### src/hw/rtl/lrf_pkg.sv
package lrf_pkg;

  localparam int MAX_PATTERN_BYTES_DEF = 48;
  localparam int PATTERN_WORDS = 6;
  localparam int PATTERN_BYTES = PATTERN_WORDS * 8;
  localparam int CFG_INDEX_W = 3;
  localparam int CFG_DATA_W = 64;
  localparam int LEN_W = 6;

  localparam logic [7:0] CH_CARET   = 8'h5E;
  localparam logic [7:0] CH_DOLLAR  = 8'h24;
  localparam logic [7:0] CH_DOT     = 8'h2E;
  localparam logic [7:0] CH_STAR    = 8'h2A;
  localparam logic [7:0] CH_NEWLINE = 8'h0A;
  localparam logic [7:0] CH_NUL     = 8'h00;

  typedef enum logic [2:0] {
    REG_PATTERN_WORD_0,
    REG_PATTERN_WORD_1,
    REG_PATTERN_WORD_2,
    REG_PATTERN_WORD_3,
    REG_PATTERN_WORD_4,
    REG_PATTERN_WORD_5,
    REG_PATTERN_LENGTH,
    REG_INVERT_SELECTION
  } cfg_reg_t;

  typedef enum logic [2:0] {
    TK_LIT,
    TK_ANY,
    TK_STAR_LIT,
    TK_STAR_ANY,
    TK_END
  } token_kind_t;

  typedef enum logic [1:0] {
    BC_TEXT,
    BC_NUL,
    BC_NEWLINE
  } byte_class_t;

  typedef enum logic [1:0] {
    PS_IDLE,
    PS_LOAD,
    PS_PARSE
  } parse_state_t;

  typedef struct packed {
    byte_class_t cls;
    logic [7:0]  data;
  } text_item_t;

  typedef struct packed {
    logic line_selected;
    logic pattern_matched;
    logic cut_by_nul;
  } result_t;

endpackage

### src/hw/rtl/line_regex_filter_core.sv
// Line filter with a small regex matcher. Text bytes go in on push/full, one
// result per newline comes out on empty/pop: the match after the optional
// inversion, the raw match, and whether a NUL cut the line. A line without a
// final newline gives no result. The matcher is a position-vector NFA that
// takes one byte per cycle while the result queue has room and no write is
// being tokenized. The user must write pattern bytes, length and inversion
// on the cfg port only while no line is in progress; the block does not
// enforce this. Every write restarts a tokenizer that walks the pattern one
// token per cycle; full stays high from the write until it finishes.
module line_regex_filter_core
  import lrf_pkg::*;
#(
  parameter int MAX_PATTERN_BYTES = MAX_PATTERN_BYTES_DEF
) (
  input  logic                   clk,
  input  logic                   rst,
  input  logic                   push,
  output logic                   full,
  input  logic [7:0]             text_byte,
  output logic                   empty,
  input  logic                   pop,
  output logic                   line_selected,
  output logic                   pattern_matched,
  output logic                   cut_by_nul,
  input  logic                   cfg_write,
  input  logic [CFG_INDEX_W-1:0] cfg_index,
  input  logic [CFG_DATA_W-1:0]  cfg_data
);

  logic                                busy;
  logic                                invert;
  logic                                anchored;
  token_kind_t [MAX_PATTERN_BYTES-1:0] tok_kind;
  logic [MAX_PATTERN_BYTES-1:0][7:0]   tok_char;
  logic [MAX_PATTERN_BYTES-1:0]        tok_live;
  logic [MAX_PATTERN_BYTES:0]          fin_mask;
  logic [MAX_PATTERN_BYTES:0]          end_mask;

  logic       item_valid;
  logic       item_take;
  text_item_t item;

  lrf_cfg #(
    .MAXP(MAX_PATTERN_BYTES)
  ) u_cfg (
    .clk      (clk),
    .rst      (rst),
    .cfg_write(cfg_write),
    .cfg_index(cfg_index),
    .cfg_data (cfg_data),
    .busy     (busy),
    .invert   (invert),
    .anchored (anchored),
    .tok_kind (tok_kind),
    .tok_char (tok_char),
    .tok_live (tok_live),
    .fin_mask (fin_mask),
    .end_mask (end_mask)
  );

  lrf_front u_front (
    .clk       (clk),
    .rst       (rst),
    .push      (push),
    .text_byte (text_byte),
    .hold      (busy || cfg_write),
    .full      (full),
    .item_valid(item_valid),
    .item      (item),
    .item_take (item_take)
  );

  lrf_match #(
    .MAXP(MAX_PATTERN_BYTES)
  ) u_match (
    .clk            (clk),
    .rst            (rst),
    .item_valid     (item_valid),
    .item           (item),
    .item_take      (item_take),
    .invert         (invert),
    .anchored       (anchored),
    .tok_kind       (tok_kind),
    .tok_char       (tok_char),
    .tok_live       (tok_live),
    .fin_mask       (fin_mask),
    .end_mask       (end_mask),
    .pop            (pop),
    .empty          (empty),
    .line_selected  (line_selected),
    .pattern_matched(pattern_matched),
    .cut_by_nul     (cut_by_nul)
  );

endmodule

### src/hw/rtl/lrf_cfg.sv
module lrf_cfg
  import lrf_pkg::*;
#(
  parameter int MAXP = MAX_PATTERN_BYTES_DEF
) (
  input  logic                          clk,
  input  logic                          rst,
  input  logic                          cfg_write,
  input  logic [CFG_INDEX_W-1:0]        cfg_index,
  input  logic [CFG_DATA_W-1:0]         cfg_data,
  output logic                          busy,
  output logic                          invert,
  output logic                          anchored,
  output token_kind_t [MAXP-1:0]        tok_kind,
  output logic [MAXP-1:0][7:0]          tok_char,
  output logic [MAXP-1:0]               tok_live,
  output logic [MAXP:0]                 fin_mask,
  output logic [MAXP:0]                 end_mask
);

  localparam int BUF_N = (MAXP < 2) ? 2 : MAXP;
  localparam int CNT_W = $clog2(MAXP + 1);

  logic [PATTERN_WORDS-1:0][CFG_DATA_W-1:0] pattern_word;
  logic [LEN_W-1:0]      pattern_length;
  logic [LEN_W-1:0]      len_sat;
  logic [PATTERN_BYTES-1:0][7:0] pat_bytes;
  logic                  anchored_next;

  parse_state_t          pstate, pstate_next;
  logic [BUF_N-1:0][7:0] buf_q;
  logic [LEN_W-1:0]      rem;
  logic [CNT_W-1:0]      n;
  logic                  last_end;

  logic                  cur_ok, nxt_ok, two_step;
  token_kind_t           kind_new;

  always_ff @(posedge clk) begin
    if (rst) begin
      pattern_word   <= '0;
      pattern_length <= '0;
      invert         <= 1'b0;
    end else if (cfg_write) begin
      case (cfg_reg_t'(cfg_index))
        REG_PATTERN_WORD_0: pattern_word[0] <= cfg_data;
        REG_PATTERN_WORD_1: pattern_word[1] <= cfg_data;
        REG_PATTERN_WORD_2: pattern_word[2] <= cfg_data;
        REG_PATTERN_WORD_3: pattern_word[3] <= cfg_data;
        REG_PATTERN_WORD_4: pattern_word[4] <= cfg_data;
        REG_PATTERN_WORD_5: pattern_word[5] <= cfg_data;
        REG_PATTERN_LENGTH: pattern_length <= cfg_data[LEN_W-1:0];
        REG_INVERT_SELECTION: invert <= cfg_data[0];
        default: ;
      endcase
    end
  end

  assign pat_bytes = pattern_word;
  assign len_sat = (pattern_length > LEN_W'(MAXP)) ? LEN_W'(MAXP) : pattern_length;
  assign anchored_next = (len_sat != '0) && (pat_bytes[0] == CH_CARET);

  assign cur_ok   = (rem != '0) && (buf_q[0] != CH_NUL);
  assign nxt_ok   = (rem > LEN_W'(1)) && (buf_q[1] != CH_NUL);
  assign two_step = nxt_ok && (buf_q[1] == CH_STAR);

  always_comb begin
    if (two_step) begin
      kind_new = (buf_q[0] == CH_DOT) ? TK_STAR_ANY : TK_STAR_LIT;
    end else if (buf_q[0] == CH_DOLLAR && !nxt_ok) begin
      kind_new = TK_END;
    end else begin
      kind_new = (buf_q[0] == CH_DOT) ? TK_ANY : TK_LIT;
    end
  end

  always_ff @(posedge clk) begin
    if (rst) begin
      pstate <= PS_IDLE;
    end else begin
      pstate <= pstate_next;
    end
  end

  always_comb begin
    pstate_next = pstate;
    if (cfg_write) begin
      pstate_next = PS_LOAD;
    end else begin
      case (pstate)
        PS_IDLE:  pstate_next = PS_IDLE;
        PS_LOAD:  pstate_next = PS_PARSE;
        PS_PARSE: pstate_next = cur_ok ? PS_PARSE : PS_IDLE;
        default:  pstate_next = PS_IDLE;
      endcase
    end
  end

  assign busy = (pstate != PS_IDLE);

  // tokenizer: one token per cycle from a shifting byte window
  always_ff @(posedge clk) begin
    if (rst) begin
      anchored <= 1'b0;
      tok_live <= '0;
      fin_mask <= (MAXP + 1)'(1);
      end_mask <= '0;
      n        <= '0;
      last_end <= 1'b0;
      rem      <= '0;
    end else if (pstate == PS_LOAD) begin
      anchored <= anchored_next;
      tok_live <= '0;
      n        <= '0;
      last_end <= 1'b0;
      rem      <= len_sat - LEN_W'(anchored_next);
      buf_q    <= (BUF_N * 8)'(anchored_next ? (pat_bytes >> 8) : pat_bytes);
    end else if (pstate == PS_PARSE) begin
      if (cur_ok) begin
        for (int k = 0; k < MAXP; k++) begin
          if (n == CNT_W'(k)) begin
            tok_kind[k] <= kind_new;
            tok_char[k] <= buf_q[0];
            tok_live[k] <= 1'b1;
          end
        end
        n        <= n + CNT_W'(1);
        last_end <= (kind_new == TK_END);
        if (two_step) begin
          rem   <= rem - LEN_W'(2);
          buf_q <= buf_q >> 16;
        end else begin
          rem   <= rem - LEN_W'(1);
          buf_q <= buf_q >> 8;
        end
      end else begin
        for (int k = 0; k <= MAXP; k++) begin
          fin_mask[k] <= (n == CNT_W'(k));
          end_mask[k] <= last_end && (n == CNT_W'(k + 1));
        end
      end
    end
  end

endmodule

### src/hw/rtl/lrf_front.sv
module lrf_front
  import lrf_pkg::*;
(
  input  logic       clk,
  input  logic       rst,
  input  logic       push,
  input  logic [7:0] text_byte,
  input  logic       hold,
  output logic       full,
  output logic       item_valid,
  output text_item_t item,
  input  logic       item_take
);

  text_item_t       mem [2];
  logic             wr_ptr, rd_ptr;
  logic [1:0]       count;
  logic             accept;
  text_item_t       item_in;

  assign full   = (count == 2'd2) || hold;
  assign accept = push && !full;

  always_comb begin
    item_in.data = text_byte;
    if (text_byte == CH_NEWLINE) begin
      item_in.cls = BC_NEWLINE;
    end else if (text_byte == CH_NUL) begin
      item_in.cls = BC_NUL;
    end else begin
      item_in.cls = BC_TEXT;
    end
  end

  always_ff @(posedge clk) begin
    if (accept) begin
      mem[wr_ptr] <= item_in;
    end
  end

  always_ff @(posedge clk) begin
    if (rst) begin
      wr_ptr <= 1'b0;
      rd_ptr <= 1'b0;
      count  <= '0;
    end else begin
      if (accept) begin
        wr_ptr <= !wr_ptr;
      end
      if (item_take) begin
        rd_ptr <= !rd_ptr;
      end
      case ({accept, item_take})
        2'b10:   count <= count + 2'd1;
        2'b01:   count <= count - 2'd1;
        default: count <= count;
      endcase
    end
  end

  assign item_valid = (count != '0);
  assign item       = mem[rd_ptr];

endmodule

### src/hw/rtl/lrf_match.sv
module lrf_match
  import lrf_pkg::*;
#(
  parameter int MAXP = MAX_PATTERN_BYTES_DEF
) (
  input  logic                   clk,
  input  logic                   rst,
  input  logic                   item_valid,
  input  text_item_t             item,
  output logic                   item_take,
  input  logic                   invert,
  input  logic                   anchored,
  input  token_kind_t [MAXP-1:0] tok_kind,
  input  logic [MAXP-1:0][7:0]   tok_char,
  input  logic [MAXP-1:0]        tok_live,
  input  logic [MAXP:0]          fin_mask,
  input  logic [MAXP:0]          end_mask,
  input  logic                   pop,
  output logic                   empty,
  output logic                   line_selected,
  output logic                   pattern_matched,
  output logic                   cut_by_nul
);

  localparam int KS_LVL = $clog2(MAXP + 1);

  logic [MAXP:0] active;
  logic          has_match, text_cut, chars_seen;

  logic [MAXP:0] seed, gen, prop, cur, adv;
  logic          fin_hit, line_hit;

  result_t       rmem [2];
  logic          rwr_ptr, rrd_ptr;
  logic [1:0]    rcount;
  logic          rpush, rpop;
  result_t       res_in, res_out;

  assign item_take = item_valid && (rcount != 2'd2);

  // epsilon closure over star tokens as a prefix network, then one byte step
  always_comb begin
    seed = active;
    if (!anchored || !chars_seen) begin
      seed[0] = 1'b1;
    end
    prop = '0;
    for (int k = 0; k < MAXP; k++) begin
      prop[k + 1] = tok_live[k] &&
                    (tok_kind[k] == TK_STAR_LIT || tok_kind[k] == TK_STAR_ANY);
    end
    gen = seed;
    for (int l = 0; l < KS_LVL; l++) begin
      gen  = gen | (prop & (gen << (1 << l)));
      prop = prop & (prop << (1 << l));
    end
    cur = gen;
    adv = '0;
    for (int k = 0; k < MAXP; k++) begin
      if (cur[k] && tok_live[k]) begin
        case (tok_kind[k])
          TK_LIT:      if (tok_char[k] == item.data) adv[k + 1] = 1'b1;
          TK_ANY:      adv[k + 1] = 1'b1;
          TK_STAR_LIT: if (tok_char[k] == item.data) adv[k] = 1'b1;
          TK_STAR_ANY: adv[k] = 1'b1;
          default:     ;
        endcase
      end
    end
  end

  assign fin_hit  = |(cur & fin_mask);
  assign line_hit = has_match || fin_hit || (|(cur & end_mask));

  always_ff @(posedge clk) begin
    if (rst) begin
      active     <= '0;
      has_match  <= 1'b0;
      text_cut   <= 1'b0;
      chars_seen <= 1'b0;
    end else if (item_take) begin
      case (item.cls)
        BC_NEWLINE: begin
          active     <= '0;
          has_match  <= 1'b0;
          text_cut   <= 1'b0;
          chars_seen <= 1'b0;
        end
        BC_NUL: begin
          text_cut <= 1'b1;
        end
        default: begin
          if (!text_cut) begin
            if (fin_hit) begin
              has_match <= 1'b1;
            end
            active     <= adv;
            chars_seen <= 1'b1;
          end
        end
      endcase
    end
  end

  // result queue
  assign rpush = item_take && (item.cls == BC_NEWLINE);
  assign empty = (rcount == '0);
  assign rpop  = pop && !empty;

  assign res_in.line_selected   = line_hit ^ invert;
  assign res_in.pattern_matched = line_hit;
  assign res_in.cut_by_nul      = text_cut;

  always_ff @(posedge clk) begin
    if (rpush) begin
      rmem[rwr_ptr] <= res_in;
    end
  end

  always_ff @(posedge clk) begin
    if (rst) begin
      rwr_ptr <= 1'b0;
      rrd_ptr <= 1'b0;
      rcount  <= '0;
    end else begin
      if (rpush) begin
        rwr_ptr <= !rwr_ptr;
      end
      if (rpop) begin
        rrd_ptr <= !rrd_ptr;
      end
      case ({rpush, rpop})
        2'b10:   rcount <= rcount + 2'd1;
        2'b01:   rcount <= rcount - 2'd1;
        default: rcount <= rcount;
      endcase
    end
  end

  assign res_out         = rmem[rrd_ptr];
  assign line_selected   = res_out.line_selected;
  assign pattern_matched = res_out.pattern_matched;
  assign cut_by_nul      = res_out.cut_by_nul;

endmodule
### config.mk
export PLATFORM = sky130hd
export DESIGN_NAME = line_regex_filter_core
export DESIGN_NICKNAME = d
export VERILOG_FILES = /design/src/hw/rtl/lrf_pkg.sv /design/src/hw/rtl/line_regex_filter_core.sv /design/src/hw/rtl/lrf_cfg.sv /design/src/hw/rtl/lrf_front.sv /design/src/hw/rtl/lrf_match.sv
export SDC_FILE = /design/constraint.sdc
export NUM_CORES = 2
export LEC_CHECK = 0
export ABC_AREA = 1
export ABC_CLOCK_PERIOD_IN_PS = 17900
export BUFFER_PORTS_ARGS = -buffer_cell sky130_fd_sc_hd__buf_2
export CAP_MARGIN = 10
export CORE_ASPECT_RATIO = 1.1
export CORE_UTILIZATION = 49
export CTS_CLUSTER_DIAMETER = 60
export CTS_CLUSTER_SIZE = 20
export DETAILED_ROUTE_END_ITERATION = 7
export PLACE_DENSITY = 0.63
export SKIP_CTS_REPAIR_TIMING = 1
export SLEW_MARGIN = 20
export SYNTH_ARGS = -nofsm -noshare
export SYNTH_HDL_FRONTEND = slang
export SYNTH_HIERARCHICAL = 1
export SYNTH_SLANG_ARGS = --single-unit
export TNS_END_PERCENT = 100
### constraint.sdc
create_clock -name clk -period 17.9 [get_ports clk]
set_input_delay 1.79 -clock clk [delete_from_list [all_inputs] [get_ports clk]]
set_output_delay 1.79 -clock clk [all_outputs]
set_load 0.02 [all_outputs]
# Word-level counts from Yosys, hierarchy flattened
# Memories as Yosys holds them, arrays and structs flattened. A register that Yosys moved wholly into a read port is not among the register bits.
# Cells that the tools add are included.
# totals
register_bits	1525
latchBits	0
mem_bits_rw	26
rom_bits	0
input_bits	80
out_inout_bits	5
wordCells	1191
n_memories	2
# classes
add_sub_neg	8
multipliers	0
div	0
order_cmp	2
n_eq_ne	265
shifts	0
n_mux	277
bitwise_logic	24
n_reduce_logical	395
# memory_table
name	words	width	read_ports	rd_ports_with_merged_regs	wr	line_no	source
u_front.mem	2	10	1	1	1	lrf_front.sv:15	text_item_t mem [2];
u_match.rmem	2	3	1	1	1	lrf_match.sv:33	result_t rmem [2];
# ops
operator	count
$mux 384	4
$and 49x49->49	13
$eq 8x8->1	48
$mux 376	1
$eq 3x2->1 const B	98
$or 49x49->49	6
$reduce_and 5->1	48
$pmux 1 s2	99
$logic_and 1x1->1	154
$reduce_and 3->1	51
$eq 3x1->1 const B	49
$logic_not 3->1	49
$mux 1	111
$eq 6x6->1 const B	18
$mux 2	50
$pmux 49 s2	1
$reduce_or 49->1	2
$eq 6x5->1 const B	16
$logic_or 1x1->1	53
$mux 49	1
$eq 6x4->1 const B	8
$mux 6	5
$eq 6x3->1 const B	4
$eq 8x6->1 const B	3
30 further kinds	79

# Logic depth before layout (Yosys ltp)
# depth
depth_word	160
depth_mapped	21

# Hierarchy
# The synthesis kept the hierarchy.
# modules_own_cells
module	n_inst	cells_each	area_per_inst_um2	seq_area_each_um2
lrf_cfg	1	6296	60210.2	38456.9
lrf_match	1	2262	13027.5	1321.3
lrf_front	1	78	1029.7	700.7
line_regex_filter_core	1	3	11.3	0.0

# Least setup slack after synthesis
# No wires, ideal clock.
# synth_timing
path_type	input port to flip-flop
start	input port rst
end	register u_cfg/buf_q[0] (netlist bit), enable pin
setup_time_ns	1.141
t_arrival_ns	18.109
setup_slack_ns	-1.350
cell_stages	3
path_cell_list	clkbuf_1 -> clkbuf_1 -> nor2_1
# synth_between
elab_chain_len	2
# synth_lines
item	line_no	source
start: declaration	line_regex_filter_core.sv:16	input logic rst,
$not 1->1 (no line)	--	
$reduce_and 3->1 (no line)	--	
end signal: assignment	lrf_cfg.sv:117	buf_q <= (BUF_N * 8)'(anchored_next ? (pat_bytes >> 8) : pat_bytes);
end signal: assignment	lrf_cfg.sv:131	buf_q <= buf_q >> 16;
end signal: assignment	lrf_cfg.sv:134	buf_q <= buf_q >> 8;
end: declaration	lrf_cfg.sv:31	logic [BUF_N-1:0][7:0] buf_q;
# Every way passes these cells.
# A chain may end at the register's enable or synchronous reset.

# Final worst setup path
# layout_timing
start	register u_cfg.pstate[1]
end	register u_cfg/buf_q[198] (netlist bit), enable pin
# layout_between
elab_chain_len	3
elab_cells_between_ends	5
classes_between	eq/ne: 2; reduce/logical: 3
# layout_lines
item	line_no	source
start: declaration	lrf_cfg.sv:30	parse_state_t pstate, pstate_next;
start signal: assignment	lrf_cfg.sv:81	pstate <= pstate_next;
$eq 2x1->1 / $eq 2x2->1 (equally long branches)	lrf_cfg.sv:111, lrf_cfg.sv:118	
$reduce_bool 2->1 (no line)	--	
$reduce_and 3->1 (no line) (*)	--	
# Mark *: on every way between the ends. The rest lies on a longest branch, timed or not.

==> flow_metrics.env <==
export IMPL_post_synth_top_count_cell="nand2_1"
export IMPL_clkSinkCount=1553
export IMPL_dieWidth_um=373
export IMPL_syn_inst=8639
export IMPL_drv_slew=0
export IMPL_finalHoldViolCount=0
export IMPL_p_per_area_nw_per_um2=96.7
export IMPL_grt_overflow=0
export IMPL_status="finished, final reports clean"
export IMPL_worstPathMaxFanout=169
export IMPL_die_h_um=410
export IMPL_place_congestion=0.954
export IMPL_drt_initial_drc_count=5420
export IMPL_r2r_end="u_cfg/buf_q[198]$_DFFE_PP_"
export IMPL_drc=0
export IMPL_worst_slew_pin_slew_ns=1.12
export IMPL_rr_startpoint="u_cfg/pstate[1]$_SDFF_PP0_"
export IMPL_antenna_found_initial=31
export IMPL_htreeDepth=3
export IMPL_initial_core_util=0.494
export IMPL_firstDrtPassIters=5
export IMPL_ff2ff_path_depth=9
export IMPL_worstHoldPathCells=2
export IMPL_yosysSeqAreaShare=0.545
export IMPL_hold_path_endpoint="u_cfg/fin_mask[10]$_SDFFE_PP0P_"
export IMPL_irDropWorstVdd_mv=0.0823
export IMPL_cts_root_buffer="clkbuf_16"
export IMPL_yosysTopAreaCell="edfxtp_1"
export IMPL_fmax_mhz=182
export IMPL_ant_nets=0
export IMPL_vias=58861
export IMPL_fin_worst_skew_ns=0.0526
export IMPL_synth_nets=8737
export IMPL_dieArea_sq_um=153000
export IMPL_drive_above_1_share=0.105
export IMPL_synth_distinct_cells=68
export IMPL_p_leak_uw=0.0303
export IMPL_ys_warn_count=6
export IMPL_rows=149
export IMPL_cts_buffer_depth=3
export IMPL_cts_tree="yes"
export IMPL_wl_um=219000
export IMPL_clock_latency_ns=0.79
export IMPL_core_sq_um=150000
export IMPL_post_drt_wl_per_cell_um=20.8
export IMPL_via_per_inst=5.61
export IMPL_critPathLaunchType="register"
export IMPL_synth_seq_cells=1553
export IMPL_ys_top_cells_by_area="edfxtp_1, dfxtp_1, nand2_1, nand3_1, nor2_1"
export IMPL_synth_area_sq_um=74300
export IMPL_p_total_uw=7720
export IMPL_worstSetupPathType="register to register"
export IMPL_arrival_ns=5.90
export IMPL_numCtsBuffers=120
export IMPL_cts_clk_slew_worst_paths_ns=0.07
export IMPL_setup_tns_ns=0
export IMPL_hpwl_um=133000
export IMPL_grt_start_max_net_pins=232
export IMPL_grt_pass1_wl_um=332000
export IMPL_synth_top_area_frac=0.379
export IMPL_grt_pass1_vias=55501
export IMPL_area_growth_pct=7.41
export IMPL_min_period_ns=5.51
export IMPL_rrSetupSlack_ns=12.39
export IMPL_port_buffers=84
export IMPL_rsz0062_at_grt="false"
export IMPL_post_route_period_util=0.308
export IMPL_relSlewSlack=0.248
export IMPL_hold_slack_ns=0.463
export IMPL_synthTopCellsByCount="nand2_1, nor2_1, nand3_1"
export IMPL_avgSynthCellArea_sq_um=8.60
export IMPL_post_route_util=0.531
export IMPL_num_nets_final=8516
export IMPL_required_ns=18.29
export IMPL_setup_viol=0
export IMPL_synth_async_reset_ratio=0
export IMPL_critPathCaptureType="register"
export IMPL_max_cap_viol_count=0
export IMPL_synth_ff_type="edfxtp_1"
export IMPL_holdCritStartpoint="u_cfg/fin_mask[10]$_SDFFE_PP0P_"
export IMPL_hp_class="register to register"
export IMPL_grt_usage=0.279
export IMPL_synth_edff_count=938
export IMPL_io_pins=85
-- stage by stage --
stage | setup WS (ns) | instance area, sq um | instances
CTS | 12.47 | 79800 | 10488
floorplan | 5.21 | 74300 | 8639
global route | 12.08 | 79800 | 10491
global placement | 12.51 | 75400 | 10259
finish | 12.39 | 79800 | 10493
detailed placement | 12.47 | 75400 | 10259
-- kinds of logic (layout without fill, tap and decap cells) --
| group | after synthesis | in the layout | synth area share |
|---|---|---|---|
| compound gates | 1160 | 1160 | 0.0878 |
| fa+ha+maj | 18 | 18 | 0.00303 |
| other cells | 0 | 5 | 0 |
| xor+xnor | 254 | 254 | 0.0299 |
| flops | 1553 | 1553 | 0.545 |
| simple gates | 4523 | 4523 | 0.268 |
| buf+inv | 1117 | 1003 | 0.0646 |
| mux | 14 | 14 | 0.00211 |
-- where the power goes --
group          total, uW  internal (uW)  switching (uW)
combinational        843            251             592
clock               2950           1530            1420
sequential          3930           3870            53.7
total               7720           5650            2060
-- cells in the final DEF, fill, tap and decap left out, types with 15 or more instances in the layout --
| cell | n |
|---|---|
| nand2_2 | 131 |
| nor2_4 | 20 |
| edfxtp_1 | 938 |
| o21ai_1 | 160 |
| inv_2 | 24 |
| a21oi_1 | 209 |
| inv_1 | 584 |
| nor2_1 | 1072 |
| nand2_4 | 20 |
| o21ai_0 | 598 |
| o21ai_2 | 100 |
| nand3_2 | 33 |
| ha_1 | 17 |
| nand3_1 | 954 |
| nand2_1 | 1945 |
| clkbuf_16 | 128 |
| nor3_1 | 43 |
| xnor2_1 | 222 |
| dfxtp_1 | 614 |
| buf_2 | 83 |
| inv_6 | 15 |
| nand4_1 | 93 |
| buf_4 | 72 |
| or2_2 | 120 |
| xor2_1 | 32 |
| nor4_1 | 28 |
| nor2_2 | 27 |
-- final cells by class --
type | count | area (sq um)
well taps | 1963 | 2460
diodes | 5 | 12.5
repair buffers | 159 | 1030
clock inverters | 81 | 996
multi-input cells | 5969 | 29100
clock buffers | 148 | 3330
flip-flops and latches | 1553 | 40500
inverters | 615 | 2350
fillers | 13972 | 70500
-- how the worst max path moves through the flow --
stage | from | slack, ns | end | depth (start not counted)
after floorplan | rst | 5.21 | u_cfg/buf_q[0]$_DFFE_PP_ | 3
after global placement | rst | 12.51 | u_cfg/buf_q[222]$_DFFE_PP_ | 5
after detailed placement | rst | 12.47 | u_cfg/buf_q[214]$_DFFE_PP_ | 5
after CTS | u_cfg/pstate[1]$_SDFF_PP0_ | 12.47 | u_cfg/buf_q[221]$_DFFE_PP_ | 9
after global routing | u_cfg/pstate[1]$_SDFF_PP0_ | 12.08 | u_cfg/buf_q[213]$_DFFE_PP_ | 9
final | u_cfg/pstate[1]$_SDFF_PP0_ | 12.39 | u_cfg/buf_q[198]$_DFFE_PP_ | 9
-- flip-flops by register name, indices dropped and copies added, names as in the netlist, 2 cells and up, named ones only --
signal                cells
u_cfg/pat_bytes         384
u_cfg/rem                 6
u_match/rmem              6
u_cfg/n                   6
u_cfg/end_mask           49
u_cfg/tok_kind          144
u_front/count             2
u_match/rcount            2
u_cfg/fin_mask           49
u_cfg/tok_char          384
u_front/mem              20
u_cfg/buf_q             384
u_cfg/tok_live           48
u_match/active           49
u_cfg/pattern_length      6
u_cfg/pstate              2
-- worst max-delay path: stages (launching register included) --
cell and delay, ns:
dfxtp_1 0.32, inv_1 0.10, ha_4 0.58, inv_8 0.37, nand2_1 0.35, nand2_1 0.24
nor2_4 0.16, buf_12 0.64, buf_4 0.95, buf_4 0.98
-- routing by layer --
| layer | vias to the layer above | track usage | part of all wire | wire length [um] |
|---|---|---|---|---|
| met4 | 34 | 0.122 | 0.046 | 10000 |
| met2 | 1891 | 0.478 | 0.48 | 104000 |
| met1 | 28256 | 0.353 | 0.41 | 90100 |
| li1 | 28206 | - | - | - |
| met3 | 474 | 0.0392 | 0.064 | 14000 |
| met5 | - | 0 | 0.0010 | 222 |
No activity file was read; power rests on OpenSTA's default activity.
